--- config.mk ---
export PLATFORM = sky130hd
export DESIGN_NAME = firmware_upgrade_sequencer_unit
export DESIGN_NICKNAME = d
export VERILOG_FILES = /design/src/sv/fus_pkg.sv /design/src/sv/firmware_upgrade_sequencer_unit.sv /design/src/sv/fus_ctrl.sv /design/src/sv/fus_dp.sv
export SDC_FILE = /design/constraint.sdc
export NUM_CORES = 1
export LEC_CHECK = 0
export ABC_AREA = 0
export BUFFER_PORTS_ARGS = -buffer_cell sky130_fd_sc_hd__buf_2
export CAP_MARGIN = 20
export CELL_PAD_IN_SITES_DETAIL_PLACEMENT = 1
export CELL_PAD_IN_SITES_GLOBAL_PLACEMENT = 1
export CORE_AREA = 5 5 190 192
export CTS_CLUSTER_SIZE = 24
export DETAILED_ROUTE_END_ITERATION = 8
export DIE_AREA = 0 0 195 197
export PLACE_DENSITY_LB_ADDON = 0.1
export SLEW_MARGIN = 20
export SYNTH_ARGS = -nofsm -noshare
export SYNTH_HDL_FRONTEND = slang
export SYNTH_SLANG_ARGS = --single-unit
--- constraint.sdc ---
create_clock -name clk -period 4.7 [get_ports clk]
set_clock_uncertainty 0.2 [all_clocks]
set_input_delay 0.47 -clock clk [delete_from_list [all_inputs] [get_ports clk]]
set_output_delay 0.47 -clock clk [all_outputs]
set_load 0.01 [all_outputs]
--- src/sv/fus_pkg.sv ---
// ----------------------------------------------------------------------------
// fus_pkg
// Shared types and codes of the firmware upgrade sequencer.
// ----------------------------------------------------------------------------
package fus_pkg;

    // Actions carried by an input word.
    localparam logic [1:0] ACT_START   = 2'd0;
    localparam logic [1:0] ACT_TICK    = 2'd1;
    localparam logic [1:0] ACT_ACK     = 2'd2;
    localparam logic [1:0] ACT_VERSION = 2'd3;

    // Commands issued toward the device.
    localparam logic [2:0] CMD_NONE     = 3'd0;
    localparam logic [2:0] CMD_ERASE    = 3'd1;
    localparam logic [2:0] CMD_DATA     = 3'd2;
    localparam logic [2:0] CMD_CHECKSUM = 3'd3;
    localparam logic [2:0] CMD_RESET    = 3'd4;
    localparam logic [2:0] CMD_GETVER   = 3'd5;

    // Outcome codes reported when the sequence stops.
    localparam logic [2:0] OUT_NONE       = 3'd0;
    localparam logic [2:0] OUT_SUCCESS    = 3'd1;
    localparam logic [2:0] OUT_ERASE_TO   = 3'd2;
    localparam logic [2:0] OUT_DATA_TO    = 3'd3;
    localparam logic [2:0] OUT_CHECKSUM_TO = 3'd4;
    localparam logic [2:0] OUT_VERSION_TO = 3'd5;

    // Configuration register indexes.
    localparam logic CFG_IMAGE_SIZE = 1'b0;
    localparam logic CFG_IMAGE_CRC  = 1'b1;

    // Protocol constants.
    localparam logic [7:0] ACK_OK      = 8'h01;
    localparam logic [7:0] MAX_RETRY   = 8'd10;
    localparam logic [6:0] TO_ERASE    = 7'd100;
    localparam logic [6:0] TO_DATA     = 7'd5;
    localparam logic [6:0] TO_CHECKSUM = 7'd50;
    localparam logic [6:0] TO_VERSION  = 7'd100;
    localparam logic [6:0] PCT_CAP     = 7'd99;
    localparam logic [6:0] PCT_DONE    = 7'd100;

    // Largest data chunk in bytes; the chunk length field is sized for it.
    localparam int unsigned CHUNK_BYTES = 256;

    // Quotient bits produced by the progress divider.
    localparam int unsigned QUOT_W = 8;

    typedef enum logic [3:0] {
        PH_IDLE       = 4'd0,
        PH_ERASE      = 4'd1,
        PH_WAIT_ERASE = 4'd2,
        PH_DATA       = 4'd3,
        PH_WAIT_DATA  = 4'd4,
        PH_CKSUM      = 4'd5,
        PH_WAIT_CKSUM = 4'd6,
        PH_GETVER     = 4'd7,
        PH_WAIT_VER   = 4'd8
    } phase_t;

    typedef enum logic [1:0] {
        CS_IDLE = 2'd0,
        CS_MUL  = 2'd1,
        CS_DIV  = 2'd2,
        CS_FIN  = 2'd3
    } ctl_state_t;

    typedef struct packed {
        logic [1:0] action;
        logic [7:0] ack_code;
    } req_t;

    typedef struct packed {
        logic [2:0]  command;
        logic [23:0] cmd_value;
        logic [8:0]  cmd_length;
        logic [6:0]  progress;
        logic        running;
        logic [2:0]  outcome;
    } rsp_t;

    // Commands from the controller to the datapath.
    typedef struct packed {
        logic step;      // accept a word and advance the sequence
        logic load_step; // word result goes straight to the output register
        logic mul;       // form offset*100 and load the divider
        logic div;       // one restoring division step
        logic load_fin;  // finish progress and load the output register
    } dp_cmd_t;

    // Status from the datapath to the controller.
    typedef struct packed {
        logic need_div;  // the presented word completes a chunk with progress
        logic div_last;  // the current division step is the last one
    } dp_stat_t;

endpackage

--- src/sv/firmware_upgrade_sequencer_unit.sv ---
// ----------------------------------------------------------------------------
// firmware_upgrade_sequencer_unit
// Host-side firmware upgrade sequencer: erase, chunked data, checksum, reset
// and version request, driven by tick, ack and version words.
// ----------------------------------------------------------------------------
// Usage. Each word on the req channel (start, tick, ack or version received)
// yields exactly one word on the rsp channel carrying the command to send to
// the device, its value and length, the progress percent, the running flag
// and an outcome code that is nonzero only on the word that ends a run.
// Both channels use valid/ready; a word moves when both are high.
// The user must write image size and CRC through the cfg port while the block
// is idle; the block does not enforce it. Writing the size also reloads the
// remaining byte count. Most words are taken one per cycle while the receiver
// keeps up, each with a registered result valid in the cycle after acceptance.
// A tick acknowledging a data chunk of a nonzero image computes progress as
// offset*100/size via a restoring divider giving one quotient bit per cycle;
// that word passes accept, multiply, 8 division steps and load, blocking
// others. After reset the sequence is idle, all counters are zero and no
// result is pending. When the receiver stalls, the result waits in the output
// register and a new word is accepted in the same cycle the old one is taken.
// ----------------------------------------------------------------------------
module firmware_upgrade_sequencer_unit (
    input  logic          clk,
    input  logic          rst_n,
    input  logic          req_valid,
    output logic          req_ready,
    input  fus_pkg::req_t req,
    output logic          rsp_valid,
    input  logic          rsp_ready,
    output fus_pkg::rsp_t rsp,
    input  logic          cfg_we,
    input  logic          cfg_index,
    input  logic [23:0]   cfg_data
);

    // Command and status between the controller and the datapath.
    fus_pkg::dp_cmd_t  dp_cmd;
    fus_pkg::dp_stat_t dp_stat;

    // The controller owns the handshakes and steps the divider.
    fus_ctrl u_ctrl (
        .clk       (clk),
        .rst_n     (rst_n),
        .req_valid (req_valid),
        .req_ready (req_ready),
        .rsp_valid (rsp_valid),
        .rsp_ready (rsp_ready),
        .stat      (dp_stat),
        .cmd       (dp_cmd)
    );

    // The datapath holds the sequence state, configuration and result word.
    fus_dp u_dp (
        .clk       (clk),
        .rst_n     (rst_n),
        .cfg_we    (cfg_we),
        .cfg_index (cfg_index),
        .cfg_data  (cfg_data),
        .req       (req),
        .rsp       (rsp),
        .cmd       (dp_cmd),
        .stat      (dp_stat)
    );

endmodule

--- src/sv/fus_ctrl.sv ---
// ----------------------------------------------------------------------------
// fus_ctrl
// Handshake and division sequencing controller of the upgrade sequencer.
// ----------------------------------------------------------------------------
module fus_ctrl (
    input  logic               clk,
    input  logic               rst_n,
    input  logic               req_valid,
    output logic               req_ready,
    output logic               rsp_valid,
    input  logic               rsp_ready,
    input  fus_pkg::dp_stat_t  stat,
    output fus_pkg::dp_cmd_t   cmd
);

    fus_pkg::ctl_state_t state_reg;
    fus_pkg::ctl_state_t state_next;
    logic                rsp_valid_reg;
    logic                rsp_valid_next;
    logic                slot_free;

    // The output register may be refilled when empty or draining this cycle.
    assign slot_free = !rsp_valid_reg || rsp_ready;

    always_comb
    begin
        state_next = state_reg;
        case (state_reg)
            fus_pkg::CS_IDLE:
            begin
                if (req_valid && slot_free && stat.need_div)
                begin
                    state_next = fus_pkg::CS_MUL;
                end
            end
            fus_pkg::CS_MUL:
            begin
                state_next = fus_pkg::CS_DIV;
            end
            fus_pkg::CS_DIV:
            begin
                if (stat.div_last)
                begin
                    state_next = fus_pkg::CS_FIN;
                end
            end
            fus_pkg::CS_FIN:
            begin
                if (slot_free)
                begin
                    state_next = fus_pkg::CS_IDLE;
                end
            end
            default:
            begin
                state_next = fus_pkg::CS_IDLE;
            end
        endcase
    end

    always_comb
    begin
        req_ready     = 1'b0;
        cmd           = '0;
        case (state_reg)
            fus_pkg::CS_IDLE:
            begin
                req_ready     = slot_free;
                cmd.step      = req_valid && slot_free;
                cmd.load_step = req_valid && slot_free && !stat.need_div;
            end
            fus_pkg::CS_MUL:
            begin
                cmd.mul = 1'b1;
            end
            fus_pkg::CS_DIV:
            begin
                cmd.div = 1'b1;
            end
            fus_pkg::CS_FIN:
            begin
                cmd.load_fin = slot_free;
            end
            default:
            begin
                req_ready = 1'b0;
            end
        endcase
    end

    always_comb
    begin
        if (cmd.load_step || cmd.load_fin)
        begin
            rsp_valid_next = 1'b1;
        end
        else if (rsp_ready)
        begin
            rsp_valid_next = 1'b0;
        end
        else
        begin
            rsp_valid_next = rsp_valid_reg;
        end
    end

    always_ff @(posedge clk or negedge rst_n)
    begin
        if (!rst_n)
        begin
            state_reg     <= fus_pkg::CS_IDLE;
            rsp_valid_reg <= 1'b0;
        end
        else
        begin
            state_reg     <= state_next;
            rsp_valid_reg <= rsp_valid_next;
        end
    end

    assign rsp_valid = rsp_valid_reg;

endmodule

--- src/sv/fus_dp.sv ---
// ----------------------------------------------------------------------------
// fus_dp
// Sequencer state, command generation and iterative progress divider.
// ----------------------------------------------------------------------------
module fus_dp (
    input  logic              clk,
    input  logic              rst_n,
    input  logic              cfg_we,
    input  logic              cfg_index,
    input  logic [23:0]       cfg_data,
    input  fus_pkg::req_t     req,
    output fus_pkg::rsp_t     rsp,
    input  fus_pkg::dp_cmd_t  cmd,
    output fus_pkg::dp_stat_t stat
);

    localparam int unsigned NUM_W = 31;
    localparam int unsigned CNT_W = $clog2(fus_pkg::QUOT_W);
    localparam logic [23:0] CHUNK = 24'(fus_pkg::CHUNK_BYTES);
    localparam logic [CNT_W-1:0] CNT_TOP = CNT_W'(fus_pkg::QUOT_W - 1);

    logic [23:0]      image_size_reg;
    logic [15:0]      image_crc_reg;
    fus_pkg::phase_t  phase_reg, phase_next;
    logic             active_reg, active_next;
    logic [7:0]       ack_reg, ack_next;
    logic             ver_reg, ver_next;
    logic [6:0]       wait_reg, wait_next;
    logic [7:0]       retry_reg, retry_next;
    logic [23:0]      offset_reg, offset_next;
    logic [23:0]      left_reg, left_next;
    logic [6:0]       prog_reg, prog_next;

    logic [NUM_W-1:0] num_reg;
    logic [NUM_W-1:0] dsr_reg;
    logic [fus_pkg::QUOT_W-1:0] quot_reg;
    logic [CNT_W-1:0] cnt_reg;
    fus_pkg::rsp_t    rsp_reg;

    fus_pkg::rsp_t    res;
    fus_pkg::rsp_t    fin_rsp;
    logic [6:0]       tick_limit;
    logic [6:0]       wait_inc;
    logic             expired;
    logic [7:0]       retry_inc;
    logic             exhausted;
    logic             tick_active;
    logic             rem_ge;
    logic [6:0]       pct;

    assign tick_active = (req.action == fus_pkg::ACT_TICK) && active_reg;

    always_comb
    begin
        case (phase_reg)
            fus_pkg::PH_WAIT_ERASE: tick_limit = fus_pkg::TO_ERASE;
            fus_pkg::PH_WAIT_DATA:  tick_limit = fus_pkg::TO_DATA;
            fus_pkg::PH_WAIT_CKSUM: tick_limit = fus_pkg::TO_CHECKSUM;
            default:                tick_limit = fus_pkg::TO_VERSION;
        endcase
    end

    assign wait_inc  = wait_reg + 7'd1;
    assign expired   = wait_inc >= tick_limit;
    assign retry_inc = (retry_reg == 8'hFF) ? retry_reg : retry_reg + 8'd1;
    assign exhausted = retry_inc >= fus_pkg::MAX_RETRY;

    assign stat.need_div = tick_active && (phase_reg == fus_pkg::PH_WAIT_DATA)
                           && (ack_reg == fus_pkg::ACK_OK) && (image_size_reg != 24'd0);
    assign stat.div_last = (cnt_reg == '0);

    // One step of the sequence for the presented word.
    always_comb
    begin
        phase_next  = phase_reg;
        active_next = active_reg;
        ack_next    = ack_reg;
        ver_next    = ver_reg;
        wait_next   = wait_reg;
        retry_next  = retry_reg;
        offset_next = offset_reg;
        left_next   = left_reg;
        prog_next   = prog_reg;
        res         = '0;
        if (cmd.step)
        begin
            case (req.action)
                fus_pkg::ACT_START:
                begin
                    phase_next  = fus_pkg::PH_ERASE;
                    prog_next   = 7'd0;
                    active_next = 1'b1;
                end
                fus_pkg::ACT_ACK:
                begin
                    ack_next = req.ack_code;
                end
                fus_pkg::ACT_VERSION:
                begin
                    ver_next = 1'b1;
                end
                default:
                begin
                    if (active_reg)
                    begin
                        case (phase_reg)
                            fus_pkg::PH_ERASE:
                            begin
                                res.command   = fus_pkg::CMD_ERASE;
                                res.cmd_value = left_reg;
                                wait_next     = 7'd0;
                                phase_next    = fus_pkg::PH_WAIT_ERASE;
                            end
                            fus_pkg::PH_WAIT_ERASE:
                            begin
                                if (ack_reg == fus_pkg::ACK_OK)
                                begin
                                    ack_next    = 8'd0;
                                    wait_next   = 7'd0;
                                    offset_next = 24'd0;
                                    phase_next  = fus_pkg::PH_DATA;
                                end
                                else
                                begin
                                    wait_next = expired ? 7'd0 : wait_inc;
                                    if (expired)
                                    begin
                                        phase_next  = fus_pkg::PH_ERASE;
                                        active_next = 1'b0;
                                        res.outcome = fus_pkg::OUT_ERASE_TO;
                                    end
                                end
                            end
                            fus_pkg::PH_DATA:
                            begin
                                res.command    = fus_pkg::CMD_DATA;
                                res.cmd_value  = offset_reg;
                                res.cmd_length = (left_reg > CHUNK) ? CHUNK[8:0] : left_reg[8:0];
                                phase_next     = fus_pkg::PH_WAIT_DATA;
                            end
                            fus_pkg::PH_WAIT_DATA:
                            begin
                                if (ack_reg == fus_pkg::ACK_OK)
                                begin
                                    ack_next   = 8'd0;
                                    wait_next  = 7'd0;
                                    retry_next = 8'd0;
                                    if (left_reg > CHUNK)
                                    begin
                                        left_next   = left_reg - CHUNK;
                                        offset_next = offset_reg + CHUNK;
                                        phase_next  = fus_pkg::PH_DATA;
                                    end
                                    else
                                    begin
                                        offset_next = offset_reg + left_reg;
                                        left_next   = 24'd0;
                                        phase_next  = fus_pkg::PH_CKSUM;
                                    end
                                    // A nonzero size gets its percentage from the divider.
                                    if (image_size_reg == 24'd0)
                                    begin
                                        prog_next = 7'd0;
                                    end
                                end
                                else
                                begin
                                    wait_next = expired ? 7'd0 : wait_inc;
                                    if (expired)
                                    begin
                                        phase_next = fus_pkg::PH_DATA;
                                        retry_next = retry_inc;
                                        if (exhausted)
                                        begin
                                            phase_next  = fus_pkg::PH_ERASE;
                                            active_next = 1'b0;
                                            res.outcome = fus_pkg::OUT_DATA_TO;
                                        end
                                    end
                                end
                            end
                            fus_pkg::PH_CKSUM:
                            begin
                                left_next     = image_size_reg;
                                res.command   = fus_pkg::CMD_CHECKSUM;
                                res.cmd_value = {8'd0, image_crc_reg};
                                phase_next    = fus_pkg::PH_WAIT_CKSUM;
                            end
                            fus_pkg::PH_WAIT_CKSUM:
                            begin
                                if (ack_reg == fus_pkg::ACK_OK)
                                begin
                                    wait_next   = 7'd0;
                                    retry_next  = 8'd0;
                                    res.command = fus_pkg::CMD_RESET;
                                    phase_next  = fus_pkg::PH_GETVER;
                                end
                                else
                                begin
                                    wait_next = expired ? 7'd0 : wait_inc;
                                    if (expired)
                                    begin
                                        phase_next = fus_pkg::PH_CKSUM;
                                        retry_next = retry_inc;
                                        if (exhausted)
                                        begin
                                            phase_next  = fus_pkg::PH_ERASE;
                                            active_next = 1'b0;
                                            res.outcome = fus_pkg::OUT_CHECKSUM_TO;
                                        end
                                    end
                                end
                            end
                            fus_pkg::PH_GETVER:
                            begin
                                ver_next    = 1'b0;
                                res.command = fus_pkg::CMD_GETVER;
                                phase_next  = fus_pkg::PH_WAIT_VER;
                            end
                            fus_pkg::PH_WAIT_VER:
                            begin
                                if (ver_reg)
                                begin
                                    phase_next  = fus_pkg::PH_IDLE;
                                    prog_next   = fus_pkg::PCT_DONE;
                                    active_next = 1'b0;
                                    res.outcome = fus_pkg::OUT_SUCCESS;
                                end
                                else
                                begin
                                    wait_next = expired ? 7'd0 : wait_inc;
                                    if (expired)
                                    begin
                                        phase_next = fus_pkg::PH_GETVER;
                                        retry_next = retry_inc;
                                        if (exhausted)
                                        begin
                                            phase_next  = fus_pkg::PH_ERASE;
                                            active_next = 1'b0;
                                            res.outcome = fus_pkg::OUT_VERSION_TO;
                                        end
                                    end
                                end
                            end
                            default:
                            begin
                                phase_next = phase_reg;
                            end
                        endcase
                    end
                end
            endcase
        end
        res.progress = prog_next;
        res.running  = active_next;
    end

    // Restoring division step and the capped percentage.
    assign rem_ge = num_reg >= dsr_reg;
    assign pct    = (quot_reg >= fus_pkg::QUOT_W'(fus_pkg::PCT_DONE)) ? fus_pkg::PCT_CAP
                                                                        : quot_reg[6:0];

    // Result word of a chunk acknowledge whose progress came from the divider.
    always_comb
    begin
        fin_rsp          = '0;
        fin_rsp.command  = fus_pkg::CMD_NONE;
        fin_rsp.progress = pct;
        fin_rsp.running  = active_reg;
        fin_rsp.outcome  = fus_pkg::OUT_NONE;
    end

    always_ff @(posedge clk or negedge rst_n)
    begin
        if (!rst_n)
        begin
            image_size_reg <= 24'd0;
            image_crc_reg  <= 16'd0;
            phase_reg      <= fus_pkg::PH_IDLE;
            active_reg     <= 1'b0;
            ack_reg        <= 8'd0;
            ver_reg        <= 1'b0;
            wait_reg       <= 7'd0;
            retry_reg      <= 8'd0;
            offset_reg     <= 24'd0;
            left_reg       <= 24'd0;
            prog_reg       <= 7'd0;
            cnt_reg        <= '0;
        end
        else
        begin
            phase_reg  <= phase_next;
            active_reg <= active_next;
            ack_reg    <= ack_next;
            ver_reg    <= ver_next;
            wait_reg   <= wait_next;
            retry_reg  <= retry_next;
            offset_reg <= offset_next;
            prog_reg   <= cmd.load_fin ? pct : prog_next;
            // Writing the image size also reloads the remaining byte count.
            if (cfg_we && (cfg_index == fus_pkg::CFG_IMAGE_SIZE))
            begin
                left_reg <= cfg_data;
            end
            else
            begin
                left_reg <= left_next;
            end
            if (cmd.mul)
            begin
                cnt_reg <= CNT_TOP;
            end
            else if (cmd.div)
            begin
                cnt_reg <= cnt_reg - CNT_W'(1);
            end
            if (cfg_we)
            begin
                case (cfg_index)
                    fus_pkg::CFG_IMAGE_SIZE:
                    begin
                        image_size_reg <= cfg_data;
                    end
                    default:
                    begin
                        image_crc_reg <= cfg_data[15:0];
                    end
                endcase
            end
        end
    end

    always_ff @(posedge clk)
    begin
        if (cmd.mul)
        begin
            // offset * 100 as offset*64 + offset*32 + offset*4.
            num_reg  <= {1'b0, offset_reg, 6'd0} + {2'b0, offset_reg, 5'd0}
                        + {5'b0, offset_reg, 2'd0};
            dsr_reg  <= {image_size_reg, 7'd0};
            quot_reg <= '0;
        end
        else if (cmd.div)
        begin
            if (rem_ge)
            begin
                num_reg <= num_reg - dsr_reg;
            end
            dsr_reg  <= dsr_reg >> 1;
            quot_reg <= {quot_reg[fus_pkg::QUOT_W-2:0], rem_ge};
        end
        if (cmd.load_step)
        begin
            rsp_reg <= res;
        end
        else if (cmd.load_fin)
        begin
            rsp_reg <= fin_rsp;
        end
    end

    assign rsp = rsp_reg;

endmodule
After elaboration in Yosys (flattened, before gate mapping)

Index checks and enable logic that the tools add are counted.

Bits in registers: 247
Bits in latches: 0
Memory bits (writable): 0
ROM bits: 0
Input bits: 40
Output and inout bits: 49
Word-level logic and storage cells: 228
Memories kept: 0

Add/sub/neg operators: 9
$mul: 0
Div/mod/pow operators: 0
Order comparisons: 5
Equal/unequal tests: 28
Shift-type cells: 0
Multiplexer cells: 105
Bitwise gates (word level): 5
Reductions and logical operators: 52

Operator list:

| operator              | number |
|---|---|
| $mux 24               | 9 |
| $mux 31               | 5 |
| $mux 36               | 3 |
| $pmux 24 s2           | 2 |
| $mux 47               | 2 |
| $pmux 24 s3           | 1 |
| $mux 7                | 10 |
| $mux 8                | 7 |
| $mux 3                | 17 |
| $pmux 7 s2            | 3 |
| $mux 4                | 9 |
| $pmux 4 s8            | 1 |
| $pmux 8 s2            | 2 |
| $add 30x29->31        | 1 |
| $add 31x26->31        | 1 |
| $ge 31x31->1          | 1 |
| $sub 31x31->31        | 1 |
| $reduce_bool 2->1     | 14 |
| $add 24x24->24        | 1 |
| $add 24x9->24 const B | 1 |
| $gt 24x9->1 const B   | 1 |
| $logic_not 24->1      | 1 |
| $reduce_bool 24->1    | 1 |
| $sub 24x9->24 const B | 1 |
| 46 further kinds      | 109 |

Logic depth before layout (Yosys ltp)

Gate-level depths: netlist of the first run.

Depth after elaboration: 11
Gate-level depth with buffers: 15
Gate-level depth less buffers: 12

Hierarchy

Synthesis of the first run repeated with hierarchy kept, for this count alone.

Cells, all modules: 1723
Area, all modules: 16304.4 µm²

By module, submodules not included:

| module   | times used | cells each | area an instance (µm²) | sequential area each (µm²) |
|---|---|---|---|---|
| fus_dp   | 1          | 1697       | 16031.6                | 6541.3 |
| fus_ctrl | 1          | 26         | 272.8                  | 75.1 |

Worst setup path before layout of the first run

OpenSTA, ideal clock, no wires.

Path kind: reg2reg
Start: register u_dp.offset_reg[1]
End: register u_dp.num_reg[24] (data pin)
Library setup time: 256 ps
Data arrival time: 3140 ps
Data required time: 4244 ps
Setup slack: 1104 ps
Cell stages (with the launch flop): 13
Path buffers: 0
Period minus slack after synthesis: 3596 ps
Cell sequence: dfrtp_1 > fa_1 > ha_1 > inv_1 > fa_1 > nor2b_1 > o2111a_1 > nor4b_1 > o21ai_0 > a21oi_1 > o21ai_0 > mux2i_1 > a31o_2

Longest elaborated chain between the ends: 3

Ends and longest elaborated chain:

| element                  | line          | RTL |
|---|---|---|
| start: declaration       | fus_dp.sv:30  | `logic [23:0] offset_reg, offset_next;` |
| start signal: assignment | fus_dp.sv:298 | `offset_reg <= offset_next;` |
| $add 30x29->31           | fus_dp.sv:338 | `num_reg <= {1'b0, offset_reg, 6'd0} + {2'b0, offset_reg, 5'd0}` |
| $add 31x26->31 *         | fus_dp.sv:339 | `+ {5'b0, offset_reg, 2'd0};` |
| $mux 31 *                | fus_dp.sv:335 | `if (cmd.mul)` |
| end signal: assignment   | fus_dp.sv:338 |  |
| end signal: assignment   | fus_dp.sv:347 | `num_reg <= num_reg - dsr_reg;` |
| end: declaration         | fus_dp.sv:34  | `logic [NUM_W-1:0] num_reg;` |

Mark *: on every way between the ends. The rest lies on a longest branch, timed or not.
A chain may end at the register's enable or synchronous reset.

Worst setup path in the final report of the first run

Start: register u_dp.phase_reg[2]
End: register u_dp.phase_reg[2]

Longest elaborated chain between the ends: 5
Elaborated cells between the ends (all ways): 19
Classes of those cells: 1 x order compare; 12 x eq/ne; 4 x mux; 2 x reduce/logical

Ends and longest elaborated chain:

| element                                             | line                        | RTL |
|---|---|---|
| start: declaration                                  | fus_dp.sv:24                | `fus_pkg::phase_t phase_reg, phase_next;` |
| start signal: assignment                            | fus_dp.sv:279               | `phase_reg <= fus_pkg::PH_IDLE;` |
| start signal: assignment                            | fus_dp.sv:292               | `phase_reg <= phase_next;` |
| $eq 4x3->1                                          | fus_dp.sv:55, fus_dp.sv:106 |  |
| $pmux 7 s2                                          | fus_dp.sv:55                | `case (phase_reg)` |
| $ge 7x7->1                                          | fus_dp.sv:64                | `assign expired = wait_inc >= tick_limit;` |
| $ne 4x3->1 (no source line) (tied with other cells) | n/a                         |  |
| $reduce_and 8->1 (no source line)                   | n/a                         |  |

Several ways; a longest one is shown, not always the timed one. The select of a mux whose other input is x is not followed.

==> impl_summary.txt, run 1 <==
----------------------------------------------------
[Status]
  Run status ... complete, no violations

[Critical path]
  Slowest cell on crit path ... sky130_fd_sc_hd__o31ai_1
  Slowest stage delay, CP ... 0.71 ns
  Depth of the worst register-to-register path ... 11
  Arr. time, crit path ... 4.38 ns
  Worst setup path class ... flop to flop
  Critical path's top delay family ... compound AO/OA/AOI/OAI gates
  Most used cell, CP ... sky130_fd_sc_hd__nand2b_1
  Setup slack, reg-to-reg ... 0.56 ns
  Ordered list of cells on the worst path ... nand2b_1 > nand2b_1 > inv_1 > ha_1 > nand2b_1 > a21o_1 > a211o_1 > a211oi_1 > o21bai_1 > o31ai_1 > mux2_2
  Biggest fanout along the worst timing path ... 14
  Reg-to-reg critical path startpoint ... u_dp.phase_reg[2]
  Required time of the critical path ... 4.94 ns
  Kind of end point of the critical path ... flop
  Worst path bufs/invs ... 1
  Launching element type of the critical path ... flop
  Endpoint of the lowest-slack register-to-register path ... u_dp.phase_reg[2]

[Synthesis]
  Simple-Gate Fraction of Synth Area ... 17.4%
  Dominant combinational cell family by area after synthesis ... compound AO/OA/AOI/OAI gates
  Share of the synthesized area in the top cell type ... 19.8%
  Commonest cells in the synthesized netlist ... 200 x sky130_fd_sc_hd__nand2_1, 155 x sky130_fd_sc_hd__nor2_1, 147 x sky130_fd_sc_hd__o21ai_0, 130 x sky130_fd_sc_hd__dfrtp_1, 123 x sky130_fd_sc_hd__a21oi_1
  Proportion of synthesized chip area in sequential cells ... 40.2%
  Warnings from Yosys ... 0
  Synth Instances ... 1771
  Post-synthesis compound-gate area fraction ... 20.1%
  Netlist Area Pre-Place ... 0.0164 mm2
  Adder-cell share of the synthesized area ... 11.5%
  Main synth FF type ... sky130_fd_sc_hd__dfrtp_1
  Share of synthesized registers carrying an async set or reset ... 52.6%
  Post-Syn Nets ... 1949
  Distinct cells, synth ... 78
  Flops & latches, synth ... 247
  Cell type with the highest aggregate area in the netlist ... sky130_fd_sc_hd__dfrtp_1
  Top post-synthesis cells by area ... sky130_fd_sc_hd__dfrtp_1 20%, sky130_fd_sc_hd__edfxtp_1 19%, sky130_fd_sc_hd__ha_1 8.7%
  Post-Synth XOR/XNOR Area ... 3.30%
  Cell with the most instances after synthesis ... sky130_fd_sc_hd__nand2_1
  Fraction of synthesized area in multiplexers ... 3.99%
  Post-synthesis average cell area ... 9.29 um2
  Count of flip-flops with a built-in enable after synthesis ... 102

[Clock tree]
  PostCTS Resize Cnt ... 0
  Buffers inserted during post-CTS setup optimization ... 0
  Clock latency of the later-clocked register in the worst-skew pair ... 0.55 ns
  Inserted Clock Buffers ... 29
  Maximum number of buffers from clock root to sink ... 3
  TritonCTS clock tree ... built
  Total of hold buffers inserted after clock tree synthesis ... 33
  Number of levels in the clock H-tree ... 1
  Root buffer cell ... sky130_fd_sc_hd__clkbuf_16
  Clk pin slew, worst setup/hold paths ... 0.06 ns
  TritonCTS Sinks ... 247

[Timing]
  Transition time at the pin with the least slew margin ... 1.03 ns
  Setup total negative slack ... 0 ns
  Final-report hold violation count ... 0
  Highest clock frequency the design can meet ... 0.241 GHz
  Unrepaired setup endpoints after global routing ... no
  Min Clock Period, post-route ... 4.14 ns
  Post-route clock period utilization ... 88.1%
  Final max-slew violation count ... 0
  Final setup viols ... 0
  Max_slew headroom ... 31.2%
  Worst hold margin ... 0.140 ns

[Finish]
  Synth-to-Final Area Change ... 13.7%
  Count of nets after finishing ... 2053
  Share of final-layout standard cells stronger than drive strength 1 ... 10.9%
  Number of inserted diodes ... 0
  Max FFs per register ... 47

[Pwr]
  Worst supply voltage drop on vdd ... 391 uV
  Pleak ... 8.23 nW
  Pwr/cell area ... 600 mW/mm2

[Detailed routing]
  Routed vias/inst ... 6.00
  Antenna Violating Nets Remaining ... 0
  Number of DRC markers after the initial detailed-route iteration ... 934
  Routed Wire Length ... 49.8 mm
  Drc violations ... 0
  Average detailed-routed wire length per instance ... 21.2 um
  Via count ... 14125
  Pre-Repair DR Iteration Count ... 5

[Floorplan]
  Number of core rows ... 68
  Die X ... 195 um
  Die area ... 0.0384 mm2
  Core area ... 0.0342 mm2
  I/O pin cnt ... 89
  Die height ... 197 um
  Initial Utilization ... 48.1%

[Hold path]
  Hold EP ... u_ctrl.rsp_valid
  Start point of the worst hold path ... rsp_ready
  Tightest Hold Check Type ... input pin to flop
  WHS Path Cells ... 3

[GRT]
  Overall global routing resource usage ... 25.4%
  Largest net degree at the start of global routing ... 101
  Via count of the first global-routing pass ... 14787
  Grt ovf ... 0
  Antenna violations before repair ... 0
  First-pass GRT wire length ... 80.7 mm

[Run]
  Number of max-cap violations ... 0

[Placement]
  Final HPWL from detailed placement ... 36.6 mm
  Weighted congestion at the end of routability-driven global placement ... 0.883
  Count of port buffers added during placement ... 88

----------------------------------------------------
-- report_power, final --
group          internal, mW  total, mW  leakage (nW)  switching (mW)
Clock                  1.35       2.28         0.463           0.936
Combinational          1.99       5.24          4.99            3.25
Sequential             3.22       3.70          2.78           0.483
Total                  6.55       11.2          8.23            4.67
-- metrics by stage --
step                instance area, um2  total power [mW]  cells  utilization (%)  setup slack [ns]
finish                           18700              11.2   2353             54.7             0.557
global placement                 17400              8.70   2265             50.8             0.802
CTS                              18700              11.3   2352             54.6             0.602
floorplan                        16400              7.31   1771                -              1.10
detailed placement               17400              8.89   2265             50.8             0.601
global route                     18700              12.0   2353             54.7             0.317
-- worst max-delay path by stage --
stage                                   from                 to  slack, ns  depth (start not counted)
after floorplan           u_dp.offset_reg[1]   u_dp.num_reg[24]       1.10                         12
after global placement     u_dp.phase_reg[2]  u_dp.phase_reg[2]       0.80                         11
after detailed placement   u_dp.phase_reg[2]  u_dp.phase_reg[2]       0.60                         11
after CTS                  u_dp.phase_reg[2]  u_dp.phase_reg[2]       0.60                         11
after global routing       u_dp.phase_reg[2]  u_dp.phase_reg[2]       0.32                         11
final                      u_dp.phase_reg[2]  u_dp.phase_reg[2]       0.56                         11
-- final cells by class --
class / instances / area (um2)
Clock inverter: 16 / 164
Timing Repair Buffer: 146 / 997
Clock buffer: 38 / 791
Tap cell: 455 / 569
Multi-Input combinational cell: 1378 / 9290
Inverter: 73 / 274
Fill cell: 3951 / 15500
Sequential cell: 247 / 6620
-- logic make-up after synthesis --
group	after synthesis
XOR/XNOR	62
AND/OR/NAND/NOR	598
adder cells (fa/ha/maj)	138
multiplexers	63
buffers and inverters	146
flip-flops	247
AO/OA/AOI/OAI	517
-- routing by layer --
metal | up-vias | track usage [%] | part of all wire [%]
met2 | 275 | 41.8 | 46
li1 | 6660 | - | -
met5 | - | 0 | 0
met4 | 0 | 6.21 | 2.7
met3 | 79 | 2.85 | 3.9
met1 | 7111 | 36.3 | 47
-- cells in the final DEF, fill, tap and decap left out, drive strengths merged, types with 29 or more instances in the layout --
| cell type | count |
|---|---|
| xnor2 | 37 |
| a21o | 43 |
| nand3 | 43 |
| a21oi | 123 |
| nand2 | 200 |
| inv | 74 |
| nor2 | 155 |
| dfrtp | 130 |
| edfxtp | 102 |
| o21ai | 160 |
| dlygate4sd3 | 33 |
| clkbuf | 38 |
| a22o | 29 |
| mux2i | 43 |
| nor3 | 32 |
| ha | 115 |
| buf | 113 |
-- tightest hold or removal path: stages --
cell,delay [ns]
sky130_fd_sc_hd__buf_2,0.07
sky130_fd_sc_hd__nand2b_1,0.21
sky130_fd_sc_hd__nand3_1,0.09
Power figures use the tool's default switching activity.
==> inputs of run 2 (changes only) <==
--- a/config.mk
+++ b/config.mk
@@ -19,3 +19,4 @@
 export SYNTH_ARGS = -nofsm -noshare
 export SYNTH_HDL_FRONTEND = slang
 export SYNTH_SLANG_ARGS = --single-unit
+export TNS_END_PERCENT = 5
==> constraint.sdc (replaced) <==
create_clock -name clk -period 4.54 [get_ports clk]
set_clock_uncertainty 0.2 [all_clocks]
set_input_delay 0.454 -clock clk [delete_from_list [all_inputs] [get_ports clk]]
set_output_delay 0.454 -clock clk [all_outputs]
set_load 0.01 [all_outputs]
==> run 2 against run 1 <==
First-iteration DRC count decreased by 7.2%. Power increased by 3.4%. Critical path type unchanged. Largest power group unchanged. Register-to-register slack improved by 0.03 ns. Via count increased by 0.35%. Sequential power increased by 4%. Worst setup slack improved by 0.034 ns. Wire length increased by 1.2%. Sequential share of layout area about the same.
==> impl_summary.txt, run 2 (synthesis results as in run 1) <==
----------------------------------------------------
[Hold path]
  WHS Path Cells ... 4 (+1)
  Tightest Hold Check Type ... input pin to flop
  Hold EP ... u_dp.image_size_reg[8]
  Start point of the worst hold path ... cfg_index

[Floorplan]
  Number of core rows ... 68 (unchanged)
  Die X ... 195 um (unchanged)
  Core area ... 0.0342 mm2 (unchanged)
  I/O pin cnt ... 89 (unchanged)
  Die height ... 197 um (unchanged)
  Die area ... 0.0384 mm2 (unchanged)
  Initial Utilization ... 48.1% (unchanged)

[Detailed routing]
  Routed Wire Length ... 50.4 mm (+1.2%)
  Routed vias/inst ... 6.02 (+0.30%)
  Average detailed-routed wire length per instance ... 21.4 um (+1.2%)
  Pre-Repair DR Iteration Count ... 5 (unchanged)
  Via count ... 14174 (+0.35%)
  Drc violations ... 0 (unchanged)
  Number of DRC markers after the initial detailed-route iteration ... 867 (-7.2%)
  Antenna Violating Nets Remaining ... 0 (unchanged)

[Clock tree]
  Number of levels in the clock H-tree ... 1 (unchanged)
  Clk pin slew, worst setup/hold paths ... 0.07 ns (about the same)
  Clock latency of the later-clocked register in the worst-skew pair ... 0.56 ns (about the same)
  TritonCTS clock tree ... built
  Inserted Clock Buffers ... 28 (-3.4%)
  Maximum number of buffers from clock root to sink ... 3 (unchanged)
  TritonCTS Sinks ... 247 (unchanged)
  Root buffer cell ... sky130_fd_sc_hd__clkbuf_16

[Critical path]
  Setup slack, reg-to-reg ... 0.59 ns (+0.03 ns)
  Reg-to-reg critical path startpoint ... u_dp.phase_reg[2]
  Arr. time, crit path ... 4.24 ns (-0.14 ns)
  Biggest fanout along the worst timing path ... 15 (+1)
  Depth of the worst register-to-register path ... 12 (+1)
  Launching element type of the critical path ... flop
  Required time of the critical path ... 4.83 ns (-0.11 ns)
  Kind of end point of the critical path ... flop
  Endpoint of the lowest-slack register-to-register path ... u_dp.wait_reg[3]
  Worst setup path class ... flop to flop

[Timing]
  Highest clock frequency the design can meet ... 0.253 GHz (+4.9%)
  Final setup viols ... 0 (unchanged)
  Worst hold margin ... 0.100 ns (-0.0398 ns)
  Post-route clock period utilization ... 87.0% (-1.2 points)
  Setup total negative slack ... 0 ns (unchanged)
  Transition time at the pin with the least slew margin ... 1.01 ns (-0.0119 ns)
  Final-report hold violation count ... 0 (unchanged)
  Max_slew headroom ... 32.0% (+0.80 points)
  Final max-slew violation count ... 0 (unchanged)
  Unrepaired setup endpoints after global routing ... no
  Min setup slack post-route ... 0.591 ns (+0.0336 ns)
  Min Clock Period, post-route ... 3.95 ns (-0.194 ns)

[Finish]
  Highest-count cells in the layout ignoring fill and taps ... 199 x sky130_fd_sc_hd__nand2_1, 155 x sky130_fd_sc_hd__nor2_1, 146 x sky130_fd_sc_hd__o21ai_0
  Max FFs per register ... 47 (unchanged)
  Count of nets after finishing ... 2055 (+0.097%)
  Share of final-layout standard cells stronger than drive strength 1 ... 11.0% (+0.10 points)
  Number of fillers in the final layout ... 3983 (+0.81%)
  Most frequent standard cell in the layout excluding fill and tap cells ... sky130_fd_sc_hd__nand2_1
  Number of inserted diodes ... 0 (unchanged)
  Synth-to-Final Area Change ... 13.5%
  Sequential standard cell area ... 0.00662 mm2 (unchanged)
  Final core occ ... 54.6% (-0.066 points)
  Area of the multi-input gates ... 0.00929 mm2 (unchanged)

[GRT]
  First-pass GRT wire length ... 82.1 mm (+1.8%)
  Largest net degree at the start of global routing ... 99 (-2.0%)
  Antenna violations before repair ... 0 (unchanged)
  Grt ovf ... 0 (unchanged)
  Overall global routing resource usage ... 26.0% (+0.55 points)
  Via count of the first global-routing pass ... 15063 (+1.9%)

[Pwr]
  Post-route total power ... 11.6 mW (+3.4%)
  Pleak ... 8.23 nW (about the same)
  Worst supply voltage drop on vdd ... 381 uV (-2.6%)
  Pwr/cell area ... 621 mW/mm2 (+3.5%)

[Run]
  Number of max-cap violations ... 0 (unchanged)

[Placement]
  Weighted congestion at the end of routability-driven global placement ... 0.898 (+1.7%)
  Final HPWL from detailed placement ... 37.0 mm (+1.2%)
  Worst setup slack before clock tree synthesis ... 0.668 ns (+0.0672 ns)
  Count of port buffers added during placement ... 88 (unchanged)

[Status]
  Run status ... complete, no violations

----------------------------------------------------
-- run 2: critical path, cell delays in order (launching register included) --
cell,delay [ns]
sky130_fd_sc_hd__dfrtp_1,0.63
sky130_fd_sc_hd__nand2b_1,0.24
sky130_fd_sc_hd__nand2b_1,0.27
sky130_fd_sc_hd__inv_1,0.11
sky130_fd_sc_hd__ha_1,0.23
sky130_fd_sc_hd__nand2b_1,0.14
sky130_fd_sc_hd__a21o_1,0.18
sky130_fd_sc_hd__a211o_1,0.30
sky130_fd_sc_hd__a211oi_1,0.31
sky130_fd_sc_hd__o21bai_1,0.33
sky130_fd_sc_hd__nor3_2,0.61
sky130_fd_sc_hd__a21o_1,0.20
sky130_fd_sc_hd__a22o_1,0.13
-- run 2: layout make-up --
| cell class | count | share of cell area (%) |
|---|---|---|
| Multi-Input combinational cell | 1378 | 49.7 |
| Sequential cell | 247 | 35.4 |
| Timing Repair Buffer | 149 | 5.35 |
| Clock buffer | 38 | 4.29 |
| Tap cell | 455 | 3.05 |
| Inverter | 73 | 1.47 |
| Clock inverter | 14 | 0.690 |
-- run 2: stage by stage --
stage | area, um2 | std cells
finish | 18700 | 2354
global route | 18700 | 2354
CTS | 18700 | 2354
detailed placement | 17400 | 2269
global placement | 17400 | 2269
floorplan | 16400 | 1771
-- run 2: per-layer routing --
| layer | vias to the layer above | global-route usage, % | part of all wire (%) |
|---|---|---|---|
| met5 | - | 0 | 0 |
| met4 | 0 | 7.01 | 2.8 |
| met3 | 83 | 2.72 | 4.0 |
| met2 | 318 | 42.1 | 46 |
| met1 | 7097 | 37.4 | 47 |
| li1 | 6676 | - | - |
-- run 2: where the power goes --
part / total, mW / internal (mW) / switching [mW]
logic: 5.47 / 2.06 / 3.40
clock network: 2.31 / 1.35 / 0.959
registers: 3.83 / 3.33 / 0.497
-- run 2: worst max path at each step --
stage               cells past startpoint          startpoint                to
floorplan                              12  u_dp.offset_reg[1]  u_dp.num_reg[24]
global route                           11  u_dp.offset_reg[8]  u_dp.num_reg[24]
CTS                                    12   u_dp.phase_reg[2]  u_dp.wait_reg[3]
finish                                 12   u_dp.phase_reg[2]  u_dp.wait_reg[3]
detailed placement                     13  u_dp.offset_reg[4]  u_dp.num_reg[28]
global placement                       13  u_dp.offset_reg[4]  u_dp.num_reg[28]
-- run 2: repair_timing --
| action | CTS | global route |
|---|---|---|
| endpoints found under the hold margin | 140 | 0 |
| hold buffers | 33 | 0 |
| gates resized for setup | 0 | 0 |
| buffers inserted | 0 | 0 |
